### config.mk
export PLATFORM = sky130hd
export DESIGN_NAME = ubx_frame_deframer_core
export DESIGN_NICKNAME = d
export VERILOG_FILES = /design/src/sv/ubxd_pkg.sv /design/src/sv/ubxd_parser.sv /design/src/sv/ubxd_out_reg.sv /design/src/sv/ubx_frame_deframer_core.sv
export SDC_FILE = /design/constraint.sdc
export NUM_CORES = 1
export LEC_CHECK = 0
export BUFFER_PORTS_ARGS = -buffer_cell sky130_fd_sc_hd__buf_2
export CORE_ASPECT_RATIO = 0.7
export CORE_MARGIN = 1.5
export CORE_UTILIZATION = 50
export DETAILED_ROUTE_END_ITERATION = 16
export HOLD_SLACK_MARGIN = 0.03
export PLACE_DENSITY = 0.73
export SLEW_MARGIN = 5
export SYNTH_ARGS = -nofsm -noshare
export SYNTH_HDL_FRONTEND = slang
export SYNTH_SLANG_ARGS = --single-unit
### constraint.sdc
create_clock -name clk -period 9.3 [get_ports clk]
set_clock_uncertainty 0.2 [all_clocks]
set_input_delay 1.86 -clock clk [delete_from_list [all_inputs] [get_ports clk]]
set_output_delay 1.86 -clock clk [all_outputs]
set_load 0.02 [all_outputs]
### src/sv/ubxd_pkg.sv
// ----------------------------------------------------------------------------
// ubxd_pkg
// Types and constants shared by the frame deframer modules.
// ----------------------------------------------------------------------------
`default_nettype none

package ubxd_pkg;

	localparam logic [1:0] KIND_PAYLOAD  = 2'd0;
	localparam logic [1:0] KIND_GOOD     = 2'd1;
	localparam logic [1:0] KIND_CK_BAD   = 2'd2;
	localparam logic [1:0] KIND_TOO_LONG = 2'd3;

	localparam logic [1:0] REG_SYNC_FIRST  = 2'd0;
	localparam logic [1:0] REG_SYNC_SECOND = 2'd1;
	localparam logic [1:0] REG_MAX_PAYLOAD = 2'd2;

	localparam logic [7:0]  RST_SYNC_FIRST  = 8'hB5;
	localparam logic [7:0]  RST_SYNC_SECOND = 8'h62;
	localparam logic [15:0] RST_MAX_PAYLOAD = 16'd1024;

	// Header bytes: class, id, length low, length high.
	localparam logic [15:0] HDR_BYTES = 16'd4;

	typedef struct packed {
		logic [7:0]  sync_first;
		logic [7:0]  sync_second;
		logic [15:0] max_payload;
	} cfg_t;

	typedef struct packed {
		logic [1:0]  kind;
		logic [7:0]  msg_class;
		logic [7:0]  msg_id;
		logic [7:0]  data_byte;
		logic [15:0] byte_index;
		logic [15:0] frame_length;
		logic        last_byte;
	} result_t;

endpackage

`default_nettype wire

### src/sv/ubxd_parser.sv
// ----------------------------------------------------------------------------
// ubxd_parser
// Frame state machine and checksum; one received byte per step.
// ----------------------------------------------------------------------------
`default_nettype none

module ubxd_parser (
	input  wire logic             clk,
	input  wire logic             arst_n,
	input  wire logic             step,
	input  wire logic [7:0]       rx_byte,
	input  wire ubxd_pkg::cfg_t   cfg,
	output logic                  res_valid,
	output ubxd_pkg::result_t     res
);

	typedef enum logic [2:0] {
		PH_SYNC1   = 3'd0,
		PH_SYNC2   = 3'd1,
		PH_HEADER  = 3'd2,
		PH_PAYLOAD = 3'd3,
		PH_CK_A    = 3'd4,
		PH_CK_B    = 3'd5
	} phase_t;

	phase_t      phase_q, phase_d;
	logic [15:0] count_q, count_d;
	logic [15:0] len_q, len_d;
	logic [7:0]  class_q, class_d;
	logic [7:0]  id_q, id_d;
	logic [7:0]  sum_a_q, sum_a_d;
	logic [7:0]  sum_b_q, sum_b_d;
	logic [7:0]  ck_a_q, ck_a_d;
	logic [7:0]  sum_a_add;
	logic [15:0] count_inc;
	logic        is_last;

	assign sum_a_add = sum_a_q + rx_byte;
	assign count_inc = count_q + 16'd1;
	// The payload phase is only entered with a nonzero length.
	assign is_last   = ({1'b0, count_q} + 17'd1) >= {1'b0, len_q};

	always_comb begin
		phase_d   = phase_q;
		count_d   = count_q;
		len_d     = len_q;
		class_d   = class_q;
		id_d      = id_q;
		sum_a_d   = sum_a_q;
		sum_b_d   = sum_b_q;
		ck_a_d    = ck_a_q;
		res_valid = 1'b0;
		res.kind  = ubxd_pkg::KIND_PAYLOAD;
		res.data_byte  = 8'd0;
		res.byte_index = 16'd0;
		res.last_byte  = 1'b0;
		case (phase_q)
			PH_SYNC2: begin
				if (rx_byte == cfg.sync_second) begin
					count_d = 16'd0;
					sum_a_d = 8'd0;
					sum_b_d = 8'd0;
					phase_d = PH_HEADER;
				end else begin
					phase_d = PH_SYNC1;
				end
			end
			PH_HEADER: begin
				sum_a_d = sum_a_add;
				sum_b_d = sum_b_q + sum_a_add;
				case (count_q)
					16'd0:   class_d = rx_byte;
					16'd1:   id_d = rx_byte;
					16'd2:   len_d = {8'd0, rx_byte};
					default: len_d = {rx_byte, len_q[7:0]};
				endcase
				count_d = count_inc;
				if (count_inc >= ubxd_pkg::HDR_BYTES) begin
					count_d = 16'd0;
					if (len_d > cfg.max_payload) begin
						phase_d   = PH_SYNC1;
						res_valid = 1'b1;
						res.kind  = ubxd_pkg::KIND_TOO_LONG;
					end else if (len_d == 16'd0) begin
						phase_d = PH_CK_A;
					end else begin
						phase_d = PH_PAYLOAD;
					end
				end
			end
			PH_PAYLOAD: begin
				sum_a_d        = sum_a_add;
				sum_b_d        = sum_b_q + sum_a_add;
				res_valid      = 1'b1;
				res.kind       = ubxd_pkg::KIND_PAYLOAD;
				res.data_byte  = rx_byte;
				res.byte_index = count_q;
				res.last_byte  = is_last;
				if (is_last) begin
					phase_d = PH_CK_A;
					count_d = 16'd0;
				end else begin
					count_d = count_inc;
				end
			end
			PH_CK_A: begin
				ck_a_d  = rx_byte;
				phase_d = PH_CK_B;
			end
			PH_CK_B: begin
				phase_d   = PH_SYNC1;
				res_valid = 1'b1;
				res.kind  = ((ck_a_q == sum_a_q) && (rx_byte == sum_b_q)) ?
					ubxd_pkg::KIND_GOOD : ubxd_pkg::KIND_CK_BAD;
			end
			default: begin
				phase_d = (rx_byte == cfg.sync_first) ? PH_SYNC2 : PH_SYNC1;
			end
		endcase
		res.msg_class    = class_d;
		res.msg_id       = id_d;
		res.frame_length = len_d;
	end

	always_ff @(posedge clk or negedge arst_n) begin
		if (!arst_n) begin
			phase_q <= PH_SYNC1;
			count_q <= 16'd0;
			len_q   <= 16'd0;
			class_q <= 8'd0;
			id_q    <= 8'd0;
			sum_a_q <= 8'd0;
			sum_b_q <= 8'd0;
			ck_a_q  <= 8'd0;
		end else if (step) begin
			phase_q <= phase_d;
			count_q <= count_d;
			len_q   <= len_d;
			class_q <= class_d;
			id_q    <= id_d;
			sum_a_q <= sum_a_d;
			sum_b_q <= sum_b_d;
			ck_a_q  <= ck_a_d;
		end
	end

endmodule

`default_nettype wire

### src/sv/ubxd_out_reg.sv
// ----------------------------------------------------------------------------
// ubxd_out_reg
// Result register driving the output stream.
// ----------------------------------------------------------------------------
`default_nettype none

module ubxd_out_reg (
	input  wire logic                clk,
	input  wire logic                arst_n,
	input  wire logic                load,
	input  wire logic                res_valid,
	input  wire ubxd_pkg::result_t   res,
	output logic                     can_load,
	output logic                     m_axis_tvalid,
	input  wire logic                m_axis_tready,
	output logic [55:0]              m_axis_tdata,
	output logic [1:0]               m_axis_tuser,
	output logic                     m_axis_tlast
);

	logic              valid_q;
	ubxd_pkg::result_t res_q;

	assign can_load = !valid_q || m_axis_tready;

	always_ff @(posedge clk or negedge arst_n) begin
		if (!arst_n) begin
			valid_q <= 1'b0;
		end else if (load) begin
			valid_q <= res_valid;
		end else if (m_axis_tready) begin
			valid_q <= 1'b0;
		end
	end

	always_ff @(posedge clk) begin
		if (load && res_valid) begin
			res_q <= res;
		end
	end

	assign m_axis_tvalid = valid_q;
	assign m_axis_tdata  = {res_q.frame_length, res_q.byte_index, res_q.data_byte,
		res_q.msg_id, res_q.msg_class};
	assign m_axis_tuser  = res_q.kind;
	assign m_axis_tlast  = res_q.last_byte;

endmodule

`default_nettype wire

### src/sv/ubx_frame_deframer_core.sv
// ----------------------------------------------------------------------------
// ubx_frame_deframer_core
// Finds sync bytes, parses a frame header, streams payload bytes out and
// checks the 8-bit Fletcher checksum at the frame end.
//
// Channel   Dir  Payload
// s_axis    in   tdata[7:0] rx_byte
// m_axis    out  tdata: class, id, data byte, index, length; tuser kind; tlast
// cfg       in   cfg_index selects a register, cfg_data carries its value
//
// One byte is taken per cycle when the output side keeps up; a byte waits in
// the input register until the result register can take its result, and
// that result is then loaded there and offered on the output stream.
// Reset is asynchronous and leaves the parser hunting the first sync byte
// with default registers.
// A stalled output holds the parser and, one byte later, the input.
// ----------------------------------------------------------------------------
`default_nettype none

module ubx_frame_deframer_core (
	input  wire logic        clk,
	input  wire logic        arst_n,
	input  wire logic        s_axis_tvalid,
	output logic             s_axis_tready,
	input  wire logic [7:0]  s_axis_tdata,   // [7:0] rx_byte
	output logic             m_axis_tvalid,
	input  wire logic        m_axis_tready,
	output logic [55:0]      m_axis_tdata,   // [7:0] msg_class, [15:8] msg_id,
	                                         // [23:16] data_byte,
	                                         // [39:24] byte_index,
	                                         // [55:40] frame_length
	output logic [1:0]       m_axis_tuser,   // [1:0] result_kind
	output logic             m_axis_tlast,   // last_byte
	input  wire logic        cfg_valid,
	output logic             cfg_ready,
	input  wire logic [1:0]  cfg_index,
	input  wire logic [15:0] cfg_data
);

	ubxd_pkg::cfg_t    cfg_q;
	ubxd_pkg::result_t res;
	logic              res_valid;
	logic              valid_s1;
	logic [7:0]        byte_s1;
	logic              can_load;
	logic              advance;

	assign cfg_ready = 1'b1;

	always_ff @(posedge clk or negedge arst_n) begin
		if (!arst_n) begin
			cfg_q.sync_first  <= ubxd_pkg::RST_SYNC_FIRST;
			cfg_q.sync_second <= ubxd_pkg::RST_SYNC_SECOND;
			cfg_q.max_payload <= ubxd_pkg::RST_MAX_PAYLOAD;
		end else if (cfg_valid) begin
			case (cfg_index)
				ubxd_pkg::REG_SYNC_FIRST:  cfg_q.sync_first  <= cfg_data[7:0];
				ubxd_pkg::REG_SYNC_SECOND: cfg_q.sync_second <= cfg_data[7:0];
				ubxd_pkg::REG_MAX_PAYLOAD: cfg_q.max_payload <= cfg_data;
				default: ;
			endcase
		end
	end

	// The input register empties whenever the parser can place its result.
	assign advance       = valid_s1 && can_load;
	assign s_axis_tready = !valid_s1 || can_load;

	always_ff @(posedge clk or negedge arst_n) begin
		if (!arst_n) begin
			valid_s1 <= 1'b0;
		end else if (s_axis_tready) begin
			valid_s1 <= s_axis_tvalid;
		end
	end

	always_ff @(posedge clk) begin
		if (s_axis_tready && s_axis_tvalid) begin
			byte_s1 <= s_axis_tdata;
		end
	end

	ubxd_parser u_parser (
		.clk       (clk),
		.arst_n    (arst_n),
		.step      (advance),
		.rx_byte   (byte_s1),
		.cfg       (cfg_q),
		.res_valid (res_valid),
		.res       (res)
	);

	ubxd_out_reg u_out_reg (
		.clk           (clk),
		.arst_n        (arst_n),
		.load          (advance),
		.res_valid     (res_valid),
		.res           (res),
		.can_load      (can_load),
		.m_axis_tvalid (m_axis_tvalid),
		.m_axis_tready (m_axis_tready),
		.m_axis_tdata  (m_axis_tdata),
		.m_axis_tuser  (m_axis_tuser),
		.m_axis_tlast  (m_axis_tlast)
	);

endmodule

`default_nettype wire

==> results list, run 1 <==
* Arrival time at the worst endpoint: between 5 and 6 ns
* Number of nets in the layout: 1,051
* Final setup viols: 0
- In this run the worst hold path is classified as reg2reg.
- The flow ran to the end, and the final reports show no timing, DRC or antenna violations.
- Number of fill cells: about 1,600
* Number of warnings issued by yosys: 0
- Critical path class: reg2reg
* Number of flops mapped to enable cells by yosys: 67
- R2r setup slk: 4.09 ns
* DR WL/cell: roughly 19 um
- A synthesized cell averages approximately 11 um2.
- Fin Hold WS: between 0.2 and 0.3 ns
- Number of cells traversed by the worst register-to-register path: 14
- From synthesis to final layout, the design area changed by 12.0%.
- Clock group share of total power: roughly two fifths
* Post-synthesis instance total: ~900
* Post-CTS Setup Repair Bufs: 0
* Clk Latency, worst-skew pair: 0.44 ns
- Net switching power of the design: 479 uW
* Internal power: about 1300 uW
* DRC violations left: 0
- Per report_power, the sequential group accounts for 49.1% of the total.
- Largest net degree at the start of global routing: 63
* Share of the yosys chip area belonging to registers: 49.2%
- End of the worst register-to-register path: u_out_reg.m_axis_tdata[28]
- Via count: 7,175
* Number of hold buffers added after CTS: 0
* Number of global-route vias before repair: 6,757
- Count of instances resized after the clock tree is built: 0
* Launch point of the worst hold path: u_parser.id_q[4]
- Dividing total power by cell area gives a power density of 168 nW/um2.
- Measured against its own limit, the worst slew margin works out to between 30% and 40%.
* Number of nets in the synthesized netlist: 986
- Dividing the detail-routed via count by the number of cells gives 5.87.
- Worst Hold Path EP: u_parser.id_q[4]
* Total global routing overflow: 0
- The number of antenna diodes in the final layout is 0.
- Cell count of the worst hold path: 2
- Number of port buffers: between 90 and 100
- Max-cap violations: 0
- For this configuration, the core starts out at a cell density of 51.0%.
- Die ar.: 20,200 um2
* H-Tree Depth: 4
* Estimated wirelength of the detail-placed design: 16,600 um
* Ratio of cells with drive above 1 in the final layout: 22.8%
* Wire length of the first global-routing pass: about 38,000 um
- The netlist uses slightly below 70 different library cells.
* TritonCTS clock tree: yes
- The synthesized design devotes to its leading area cell type 25.9% of total area.
- At the end of routability-driven placement, the weighted congestion stood at 0.973.
- After synthesis, the share of flip-flops with an asynchronous set or reset is approximately three fifths.
- Post-synth top cells: sky130_fd_sc_hd__nand2_1 (132), sky130_fd_sc_hd__dfrtp_1 (100), sky130_fd_sc_hd__mux2_2 (68)
* Critical-path maximum fanout: 59
- For the final routed database, the setup TNS stands at 0 ns.
- Period utilization: between 50% and 60%
* Achievable clock frequency: between 150 and 200 MHz
* # IOs: 93
- CP Data Required Time: 9.16 ns
- Starting DRT DRC Count: 810
* Clock sink count: between 150 and 200
- The initial antenna violation count was 0.
- In this run the remaining antenna-violating nets after routing total 0.
- Clock buffers created by TritonCTS: 17
* Fin. max-slew vios: 0
* Placement Rows: 42
* Die extent in x: 169 um
- Setup repair after global routing left no endpoint under its margin.
- Element type at the critical path end: flip-flop
- For this run, the leading register cell type out of synthesis is sky130_fd_sc_hd__dfrtp_1.
- After clock tree synthesis, the clock-pin slew on the worst setup and hold paths is roughly 0.07 ns.
- Final hold violations: 0
* Number of detailed-route iterations in the first pass: 6
- Static leakage power: around 0.0051 uW
- Worst-case setup margin in the final layout: roughly 4 ns
- Prior to clock tree synthesis, the placed netlist has a worst setup slack of around 4.2 ns.
* Proportion of power drawn by combinational gates: 11.3%
- Peak supply drop: ~110 uV
- STA classifies the critical path startpoint as a flip-flop.
* Floorplan core area: 18,900 um2
- At the pin with the least slew margin, the transition time is 1.03 ns.
- Summed over all instances, the cell type with the most area after synthesis is sky130_fd_sc_hd__dfrtp_1.
* Post-Syn Area: 9660 um2
* Switching Share: 26.4%
- CTS placed an instance of sky130_fd_sc_hd__clkbuf_16 at the clock tree root.
* Crit path time final: 5.21 ns
- Largest buffer count on any clock path: 2
- In this run, synthesis produced a sequential element count of ~180.
- Global routing used 24.5% of the available tracks.
- From bottom edge to top edge, the die measures 119 um.
* Reg2Reg Launch Point: u_parser.count_q[8]
- In the post-synthesis netlist, the biggest area contributors are sky130_fd_sc_hd__dfrtp_1 (26%), sky130_fd_sc_hd__edfxtp_1 (21%), sky130_fd_sc_hd__mux2_2 (7.9%).
- The most common cell in the synthesized netlist is sky130_fd_sc_hd__nand2_1.
- Wire length after detailed routing: between 20,000 and 25,000 um
layout by cell type, fill, tap and decap left out, types with 3 or more instances in the layout:
master and n:
sky130_fd_sc_hd__xnor2_1 23, sky130_fd_sc_hd__nand4_1 12, sky130_fd_sc_hd__clkinv_2 3, sky130_fd_sc_hd__a21o_1 15
sky130_fd_sc_hd__nor4_1 13, sky130_fd_sc_hd__nand2_1 132, sky130_fd_sc_hd__nor2b_1 6, sky130_fd_sc_hd__a41o_1 3
sky130_fd_sc_hd__o31ai_1 4, sky130_fd_sc_hd__nor3_1 18, sky130_fd_sc_hd__inv_6 5, sky130_fd_sc_hd__a22o_1 17
sky130_fd_sc_hd__a22oi_1 3, sky130_fd_sc_hd__nand2b_1 9, sky130_fd_sc_hd__o21ai_0 54, sky130_fd_sc_hd__o211ai_1 5
sky130_fd_sc_hd__mux2_2 68, sky130_fd_sc_hd__and3_1 25, sky130_fd_sc_hd__buf_4 7, sky130_fd_sc_hd__inv_1 43
sky130_fd_sc_hd__buf_2 90, sky130_fd_sc_hd__nand4b_1 3, sky130_fd_sc_hd__xor2_1 33, sky130_fd_sc_hd__a21oi_1 23
sky130_fd_sc_hd__nor2_1 28, sky130_fd_sc_hd__nand3_1 12, sky130_fd_sc_hd__a31oi_1 11, sky130_fd_sc_hd__nand3b_1 3
sky130_fd_sc_hd__edfxtp_1 67, sky130_fd_sc_hd__clkbuf_16 18, sky130_fd_sc_hd__and2_1 8, sky130_fd_sc_hd__o41ai_1 3
sky130_fd_sc_hd__dfrtp_1 100, sky130_fd_sc_hd__ha_1 51, sky130_fd_sc_hd__or2_2 3, sky130_fd_sc_hd__or3_1 6
sky130_fd_sc_hd__mux2i_1 3, sky130_fd_sc_hd__dfstp_2 9
critical path, cell delays in order (launching register included):
cell and delay (ns):
sky130_fd_sc_hd__dfrtp_1 0.52, sky130_fd_sc_hd__nor4_2 0.40, sky130_fd_sc_hd__and4_1 0.33, sky130_fd_sc_hd__and2_1 0.51, sky130_fd_sc_hd__nand2_1 0.34, sky130_fd_sc_hd__a22o_1 0.28
sky130_fd_sc_hd__ha_1 0.32, sky130_fd_sc_hd__nand4_1 0.13, sky130_fd_sc_hd__or3_1 0.39, sky130_fd_sc_hd__a21oi_1 0.15, sky130_fd_sc_hd__nor3b_1 0.09, sky130_fd_sc_hd__nor3_1 0.20
sky130_fd_sc_hd__nand2_1 0.16, sky130_fd_sc_hd__a21oi_4 0.14, sky130_fd_sc_hd__buf_4 0.64
layout make-up:
type / instances / area (um2) / share of cell area, %
Sequential cell: 176 / 4750 / 43.9
Clock inverter: 13 / 124 / 1.15
Tap cell: 242 / 303 / 2.80
Timing Repair Buffer: 97 / 503 / 4.65
Multi-Input combinational cell: 632 / 4510 / 41.7
Clock buffer: 19 / 464 / 4.29
Inverter: 43 / 161 / 1.49
power groups by stage:
stage | logic (uW) | registers (uW) | clock network (uW)
after floorplan | 152 | 884 | 0
after global placement | 196 | 905 | 0
after detailed placement | 202 | 908 | 0
after CTS | 204 | 892 | 729
after global routing | 229 | 898 | 764
final | 205 | 893 | 721
worst max path at each step:
stage / depth (start not counted) / startpoint / end / slack, ns
after floorplan: 15 / u_parser.count_q[8] / u_out_reg.m_axis_tdata[0] / 2.84
after global placement: 14 / u_parser.count_q[13] / u_out_reg.m_axis_tdata[36] / 4.45
after detailed placement: 14 / u_parser.count_q[8] / u_out_reg.m_axis_tdata[36] / 4.23
after CTS: 14 / u_parser.count_q[8] / u_out_reg.m_axis_tuser[1] / 4.18
after global routing: 14 / u_parser.count_q[10] / u_out_reg.m_axis_tdata[29] / 3.77
final: 14 / u_parser.count_q[8] / u_out_reg.m_axis_tdata[28] / 4.09
flip-flops by register name, indices dropped and copies added, names as in the netlist, 2 cells and up:
| signal | flops |
|---|---|
| u_parser.id_q | 8 |
| u_out_reg.m_axis_tuser | 2 |
| byte_s1 | 8 |
| u_parser.len_q | 16 |
| u_parser.count_q | 16 |
| u_parser.sum_b_q | 8 |
| cfg_q | 32 |
| u_parser.class_q | 8 |
| u_parser.phase_q | 3 |
| u_parser.ck_a_q | 8 |
| u_parser.sum_a_q | 8 |
| u_out_reg.m_axis_tdata | 56 |
logic make-up after synthesis:
logic type               count (synthesis)  share of synthesized area (%)
multiplexers                            71                           8.24
AND/OR/NAND/NOR                        295                           15.6
buffers and inverters                   94                           4.26
AO/OA/AOI/OAI                          156                           10.5
adder cells (fa/ha/maj)                 53                           7.02
flip-flops                             176                           49.2
XOR/XNOR                                56                           5.08
other                                    1                         0.0388
metrics by stage:
step | util, % | power (uW) | std cells | area, um2
after floorplan | - | 1040 | 902 | 9660
after global placement | 54.0 | 1100 | 1190 | 10200
after detailed placement | 54.0 | 1110 | 1190 | 10200
after CTS | 57.2 | 1830 | 1222 | 10800
after global routing | 57.2 | 1890 | 1222 | 10800
final | 57.2 | 1820 | 1222 | 10800
per-layer routing:
layer	part of all wire (%)	wire length (um)	global-route usage, %
met1	49	11600	38.4
met3	8.4	1970	6.15
met4	1.2	270	5.48
met5	0	0	0
met2	41	9620	33.6
No activity file was read; power rests on OpenSTA's default activity.
==> run 2, diff against run 1 <==
- clock period: 9.3 -> 5.1 ns (I/O delays scaled with it)
==> results list, run 2 (same netlist as run 1, synthesis figures left out) <==
- The number of max-cap violations is 0 (unchanged).
* Critical path class: reg2reg (unchanged)
- The post-cts sizing count is 0 (unchanged).
* TritonCTS clock tree: yes (unchanged)
- Seq. cell area: 4750 um2 (unchanged)
- The remaining number of nets flagged by the antenna check after routing is 0 (unchanged).
* H-Tree Depth: 4 (unchanged)
* Largest net degree at the start of global routing: 45 (was 63)
- The weighted congestion at the end of routability-driven global placement came to 0.892 (was 0.973).
- The HPWL reported at the end of detailed placement is 16,700 um (was 16,600 um).
* Clock sink count: 176 (unchanged)
- Number of hold buffers added after CTS: 0 (unchanged)
- The via total after detailed routing was 7,168 (was 7,175).
* Footprint of the multi-input gates: 4510 um2 (about the same)
- DRC violations left: 0 (unchanged)
- The peak supply drop is 241 uV (was 112 uV).
- Cell area power density: 298 nW/um2 (was 168 nW/um2)
- The clock period minus worst slack was 4.66 ns (was 5.21 ns).
- The category of the worst setup path capture point was a flip-flop (unchanged).
- Count of inserted antenna diode cells: 0 (unchanged)
- The number of setup violations in the final report is 0 (unchanged).
* Worst-case setup slack after placement: 0.538 ns (was 4.23 ns)
- The via density per instance came to 5.83 (was 5.87).
* Chain of cells forming the critical path: ha_1 > nand2_1 > nor3_2 > nand4_1 > xnor2_1 > ha_1 > a41o_1 > a21oi_1 > o21ai_0 > a311oi_2 > nor4b_4 > a41o_1 > buf_4 > a21boi_0 > a21o_1 (was nor4_2 > and4_1 > and2_1 > nand2_1 > a22o_1 > ha_1 > nand4_1 > or3_1 > a21oi_1 > nor3b_1 > nor3_1 > nand2_1 > a21oi_4 > buf_4)
- Worst-case setup margin in the final layout: 0.440 ns (was 4.09 ns)
- Clk Tree Root Cell: sky130_fd_sc_hd__clkbuf_16 (unchanged)
- The worst min-delay path class is reg2reg (unchanged).
- Most frequent cells in the layout: sky130_fd_sc_hd__nand2_1 (132), sky130_fd_sc_hd__dfrtp_1 (100), sky130_fd_sc_hd__buf_2 (90) (unchanged)
- Wire length of the first global-routing pass: 37,000 um (was 37,600 um)
* Arrival time at the worst endpoint: 4.83 ns (was 5.07 ns)
- Kind of launch point of the worst setup path: flip-flop (unchanged)
- The number of clock buffers inserted by TritonCTS was 17 (unchanged).
- The layout-stage area growth over the synthesis result came to 12.2% (was 12.0%).
- The total congestion overflow after global routing is 0 (unchanged).
- The clock slew seen by the registers of the worst setup and hold paths came to 0.07 ns (about the same).
- The highest cell delay on the worst timing path is 0.50 ns (was 0.64 ns).
- Overall track demand over capacity in global routing: 24.2% (was 24.5%)
- Actual slew at the worst max-slew pin: 0.979 ns (was 1.03 ns)
- The share of layout cells above drive strength 1 was 23.0% (was 22.8%).
- The number of buffers inserted to repair setup after CTS is 0 (unchanged).
- Die height: 119 um (unchanged)
- The aggregate negative setup slack is 0 ns (unchanged).
- The I/O pin count was 93 (unchanged).
- DR WL/cell: 19.0 um (was 19.2 um)
* Number of global-route vias before repair: 6,594 (was 6,757)
* Die extent in x: 169 um (unchanged)
* Number of port buffers: 91 (unchanged)
- Run status: completed (unchanged)
- Setup repair after global routing missed its margin: false (unchanged).
* Period utilization: 91.4% (was 56.0%)
- Number of detailed-route iterations in the first pass: 5 (was 6)
* Clk Latency, worst-skew pair: 0.43 ns (was 0.44 ns)
- The achievable frequency is 215 MHz (was 192 MHz).
- Number of fill cells: 1,600 (was 1,617)
- The core outline area came to 18,900 um2 (unchanged).
- The cell at the slowest stage of the critical path is sky130_fd_sc_hd__dfrtp_1 (was sky130_fd_sc_hd__buf_4).
* Starting utilization of the core area: 51.0% (unchanged)
* Fin. max-slew vios: 0 (unchanged)
- The largest fanout on the critical path was 20 (was 59).
* Number of nets in the layout: 1,059 (was 1,051)
* Final hold violations: 0 (unchanged)
- Largest buffer count on any clock path: 2 (unchanged)
- Die ar.: 20,200 um2 (unchanged)
- Instance count after placement with tap cells included: 1,198 (was 1,190)
- Starting DRT DRC Count: 790 (was 810)
* Static leakage power: 0.00511 uW (was 0.00509 uW)
- The flip-flop count of the largest register, all copies and words added came to 56 (unchanged).
- Placement Rows: 42 (unchanged)
- The total length of routed wires is 23,400 um (about the same).
* Initial antenna violation count: 0 (unchanged)
- Normalized max-slew margin: 34.6% (was 31.6%)
- The commonest non-fill, non-tap cell in the layout was sky130_fd_sc_hd__nand2_1 (unchanged).
- The number of standard cells in the layout, taps in and fillers out was 1,230 (was 1,222).
- The worst endpoint required time is 5.27 ns (was 9.16 ns).
==> run 2: cell count changes in the layout (fill, tap and decap cells not counted), sizes merged <==
cell    previous run  this run
clkinv             4         5
inv               49        45
clkbuf            19        22
buf               97       105
==> run 2: worst paths after layout <==
check	to	slack, ns	depth (start not counted)	start
min in group asynchronous	cfg_q[1]	0.33	1	arst_n
max reg2reg	u_parser.count_q[11]	0.44	15	u_parser.count_q[0]
max	u_parser.count_q[11]	0.44	15	u_parser.count_q[0]
min reg2reg	u_parser.id_q[4]	0.28	2	u_parser.id_q[4]
min	u_parser.id_q[4]	0.28	2	u_parser.id_q[4]
max in group asynchronous	u_parser.class_q[6]	3.43	2	arst_n
==> run 2: stage by stage <==
step	instance area [um2]	power [uW]	util (%)	hold WS, ns
6_report	10800	3230	57.2	0.276
5_1_grt	10800	3360	57.2	0.301
4_1_cts	10800	3240	57.2	0.277
3_5_place_dp	10300	2020	54.4	0.261
3_3_place_gp	10300	2010	54.4	0.251
2_1_floorplan	9670	1890	-	0.240
==> run 2: layer usage <==
metal  routed length [um]  global-route usage (%)
met2                 9410                    33.0
met1                11800                    38.7
met5                    0                       0
met3                 2020                    5.35
met4                  244                    5.42
==> run 2: worst max-delay path: cells and delay by family (launching register included) <==
kind | cells | cell delay (ns)
AOI/OAI and AO/OA | 7 | 1.29
xor gates and xnor gates | 1 | 0.48
adders and majority gates | 2 | 0.76
buffers and inverters | 1 | 0.25
DFF | 1 | 0.50
and+or+nand+nor | 4 | 1.10
==> run 2: report_power, final <==
| group | leakage, uW | internal, uW | switching (uW) |
|---|---|---|---|
| Combinational | 0.00272 | 170 | 201 |
| Sequential | 0.00213 | 1550 | 79.5 |
| Clock | 0.000265 | 684 | 548 |
| Total | 0.00511 | 2400 | 829 |
==> run 2: area by class of cell <==
| type | instances | area share, % |
|---|---|---|
| Timing Repair Buffer | 105 | 5.20 |
| Clock buffer | 22 | 4.19 |
| Tap cell | 242 | 2.80 |
| Multi-Input combinational cell | 632 | 41.6 |
| Sequential cell | 176 | 43.9 |
| Inverter | 43 | 1.49 |
| Clock inverter | 10 | 0.820 |
==> run 3, diff against run 2 <==
- CORE_UTILIZATION: 50 -> 55
- PLACE_DENSITY: 0.73 -> 0.79
==> results list, run 3 (same netlist as run 1, synthesis figures left out) <==
- Internal power: 2460 uW (was 2400 uW)
- The commonest non-fill, non-tap cell in the layout is sky130_fd_sc_hd__nand2_1 (unchanged).
- The number of max-cap violations came to 0 (unchanged).
- Total global routing overflow: 0 (unchanged)
- The maximum count of clock buffers along a single path is 2 (unchanged).
* Final estimated routing congestion in global placement: 0.960 (was 0.892)
* Seq. cell area: 4750 um2 (unchanged)
- Wire length of the first global-routing pass: 36,600 um (was 37,000 um)
* Chain of cells forming the critical path: inv_1 > ha_1 > o21ai_2 > nand2_1 > a22o_1 > ha_1 > nand4_1 > or3_1 > a21oi_1 > nor3b_1 > nor3_1 > nand2_1 > a21oi_4 > buf_4 (was ha_1 > nand2_1 > nor3_2 > nand4_1 > xnor2_1 > ha_1 > a41o_1 > a21oi_1 > o21ai_0 > a311oi_2 > nor4b_4 > a41o_1 > buf_4 > a21boi_0 > a21o_1)
- Proportion of power drawn by combinational gates: 11.5% (about the same)
- Slowest cell on the critical path: sky130_fd_sc_hd__dfrtp_1 (unchanged)
* Switching Share: 25.9% (was 25.6%)
- The remaining number of nets flagged by the antenna check after routing is 0 (unchanged).
- Number of cells traversed by the worst register-to-register path: 14 (was 15)
- TritonCTS clock tree: yes (unchanged)
- The via total after detailed routing was 7,260 (was 7,168).
* Clock group share of total power: 39.9% (was 38.1%)
- Clk Tree Root Cell: sky130_fd_sc_hd__clkbuf_16 (unchanged)
* Clock sink count: 176 (unchanged)
- Floorplan core area: 17,200 um2 (was 18,900 um2)
* Count of inserted antenna diode cells: 0 (unchanged)
- Critical-path maximum fanout: 43 (was 20)
- The first-pass detailed-route iteration total is 7 (was 5).
- Final TNS setup: 0 ns (unchanged)
* Die extent in x: 161 um (was 169 um)
- The hold violation count in the final report was 0 (unchanged).
* Clk Latency, worst-skew pair: 0.44 ns (was 0.43 ns)
- The HPWL reported at the end of detailed placement came to 16,700 um (about the same).
- The end of the worst register-to-register path is u_out_reg.m_axis_tdata[28] (was u_parser.count_q[11]).
- Overall track demand over capacity in global routing: 26.1% (was 24.2%)
* Worst Hold Path EP: u_parser.id_q[3] (was u_parser.id_q[4])
- The die outline area is 18,400 um2 (was 20,200 um2).
- Count of buffer and inverter cells on the critical path: 2 (was 1)
- Highest layer used for signal routing: met4 (unchanged)
* Starting utilization of the core area: 56.2% (was 51.0%)
- The largest net degree at the start of global routing came to 44 (was 45).
- Initial antenna violation count: 0 (unchanged)
- Clock buffers created by TritonCTS: 17 (unchanged)
- Met3 layer wire length in the routed design: 1960 um (was 2020 um)
* Die height: 114 um (was 119 um)
- The number of global-route vias before repair was 6,754 (was 6,594).
- The reg-to-reg startpoint was u_parser.count_q[0] (unchanged).
- The number of setup violations in the final report was 0 (unchanged).
- The worst min-delay path class was reg2reg (unchanged).
* H-Tree Depth: 4 (unchanged)
* DR WL/cell: 18.8 um (was 19.0 um)
* CP peak stage delay: 0.52 ns (was 0.50 ns)
- Footprint of the multi-input gates: 4510 um2 (unchanged)
- The number of buffers inserted to repair setup after CTS came to 0 (unchanged).
- The clock period minus worst slack came to 4.68 ns (was 4.66 ns).
* Routed length on met2: 9410 um (about the same)
- The measured slew at the worst slew-check pin came to 0.966 ns (was 0.979 ns).
* Clock slew at the register clock pins of the worst setup and hold paths: 0.07 ns (about the same)
- Fin Hold WS: 0.273 ns (was 0.276 ns)
* Number of hold buffers added after CTS: 0 (unchanged)
- The detailed-route wire length on metal 1 was 11,200 um (was 11,800 um).
- Most frequent cells in the layout: sky130_fd_sc_hd__nand2_1 (132), sky130_fd_sc_hd__dfrtp_1 (100), sky130_fd_sc_hd__buf_2 (90) (unchanged)
- R2r setup slk: 0.42 ns (was 0.44 ns)
- The net switching power of the design is 862 uW (was 829 uW).
- The final max-slew violation count is 0 (unchanged).
- Cell count of the worst hold path: 2 (unchanged)
- Setup repair after global routing missed its margin: false (unchanged)
- The portion of the clock cycle consumed by the worst path in the final layout is 91.8% (was 91.4%).
* Achievable clock frequency: 214 MHz (was 215 MHz)
- Starting DRT DRC Count: 820 (was 790)
- The row count is 40 (was 42).
* Sequential share of power: 48.6% (was 50.4%)
- CP Data Required Time: 4.97 ns (was 5.27 ns)
- The category of the most critical setup path was reg2reg (unchanged).
* Normalized max-slew margin: 35.4% (was 34.6%)
* Number of fill cells: 1,365 (was 1,600)
- Number of port buffers: 91 (unchanged)
* DRC violations left: 0 (unchanged)
- Static leakage power: 0.00515 uW (was 0.00511 uW)
- The final layout net count came to 1,062 (was 1,059).
* Kind of launch point of the worst setup path: flip-flop (unchanged)
- Arrival time at the worst endpoint: 4.55 ns (was 4.83 ns)
* Flip-flop count of the largest register after layout: 56 (unchanged)
- The via density per instance is 5.94 (was 5.83).
- Count of instances resized after the clock tree is built: 0 (unchanged)
* Element type at the critical path end: flip-flop (unchanged)
* Launch point of the worst hold path: u_parser.id_q[3] (was u_parser.id_q[4])
* Cell area power density: 305 nW/um2 (was 298 nW/um2)
* Ratio of cells with drive above 1 in the final layout: 23.5% (was 23.0%)
- Wire length after detailed routing: 23,000 um (was 23,400 um)
* Run status: completed (unchanged)
* Peak supply drop: 249 uV (was 241 uV)
- Synthesis-to-finish area growth: 12.8% (was 12.2%)
- # IOs: 93 (unchanged)
- Cell family contributing the most delay on the critical path: simple AND/OR/NAND/NOR gates (was compound AO/OA/AOI/OAI gates)
## run 3: cell count changes in the layout (fill, tap and decap cells not counted)
cell,delta
sky130_fd_sc_hd__inv_8,+2
sky130_fd_sc_hd__clkinv_2,-4
sky130_fd_sc_hd__clkinvlp_4,+1
sky130_fd_sc_hd__clkbuf_1,-3
sky130_fd_sc_hd__clkinv_4,+3
sky130_fd_sc_hd__bufinv_16,+1
sky130_fd_sc_hd__buf_4,+3
## run 3: area by class of cell
type / count / share of cell area (%)
multi-input combinational: 632 / 41.4
clock inverter: 13 / 1.42
inverter: 43 / 1.48
sequential: 176 / 43.6
tap: 231 / 2.65
timing repair buffer: 108 / 5.37
clock buffer: 19 / 4.07
## run 3: power groups by stage
stage	Sequential (uW)	Clock [uW]	Combinational (uW)
global route	1630	1400	426
global placement	1640	0	363
finish	1620	1330	381
detailed placement	1640	0	375
CTS	1620	1340	379
floorplan	1610	0	278
## run 3: per-layer routing
layer / vias up / track usage [%]
li1: 3389 / -
met1: 3483 / 40.6
met2: 348 / 36.1
met3: 40 / 5.60
met4: 0 / 8.33
met5: - / 0
## run 3: how the worst max path moves through the flow
stage          depth (start not counted)  slack (ns)                 from                         end
6_report                              14        0.42  u_parser.count_q[0]  u_out_reg.m_axis_tdata[28]
5_1_grt                               14        0.02  u_parser.count_q[0]         u_parser.count_q[7]
4_1_cts                               14        0.52  u_parser.count_q[0]  u_out_reg.m_axis_tdata[21]
3_5_place_dp                          14        0.53  u_parser.count_q[0]  u_out_reg.m_axis_tdata[38]
3_3_place_gp                          14        0.67  u_parser.count_q[8]  u_out_reg.m_axis_tdata[38]
2_1_floorplan                         15        0.53  u_parser.count_q[8]   u_out_reg.m_axis_tdata[0]
## run 3: metrics by stage
stage / total power [uW] / cell area, um2 / std cells / setup slack [ns] / util, %
global route: 3460 / 10900 / 1222 / 0.0236 / 63.5
detailed placement: 2020 / 10300 / 1190 / 0.529 / 59.9
floorplan: 1890 / 9670 / 902 / 0.531 / -
CTS: 3330 / 10900 / 1222 / 0.518 / 63.4
global placement: 2000 / 10300 / 1190 / 0.672 / 59.9
finish: 3330 / 10900 / 1222 / 0.420 / 63.5
## run 3: tightest hold or removal path, stage by stage, from the launching register on
cell and delay (ns):
sky130_fd_sc_hd__dfrtp_1 0.34, sky130_fd_sc_hd__nand2_1 0.05, sky130_fd_sc_hd__nand2_1 0.06
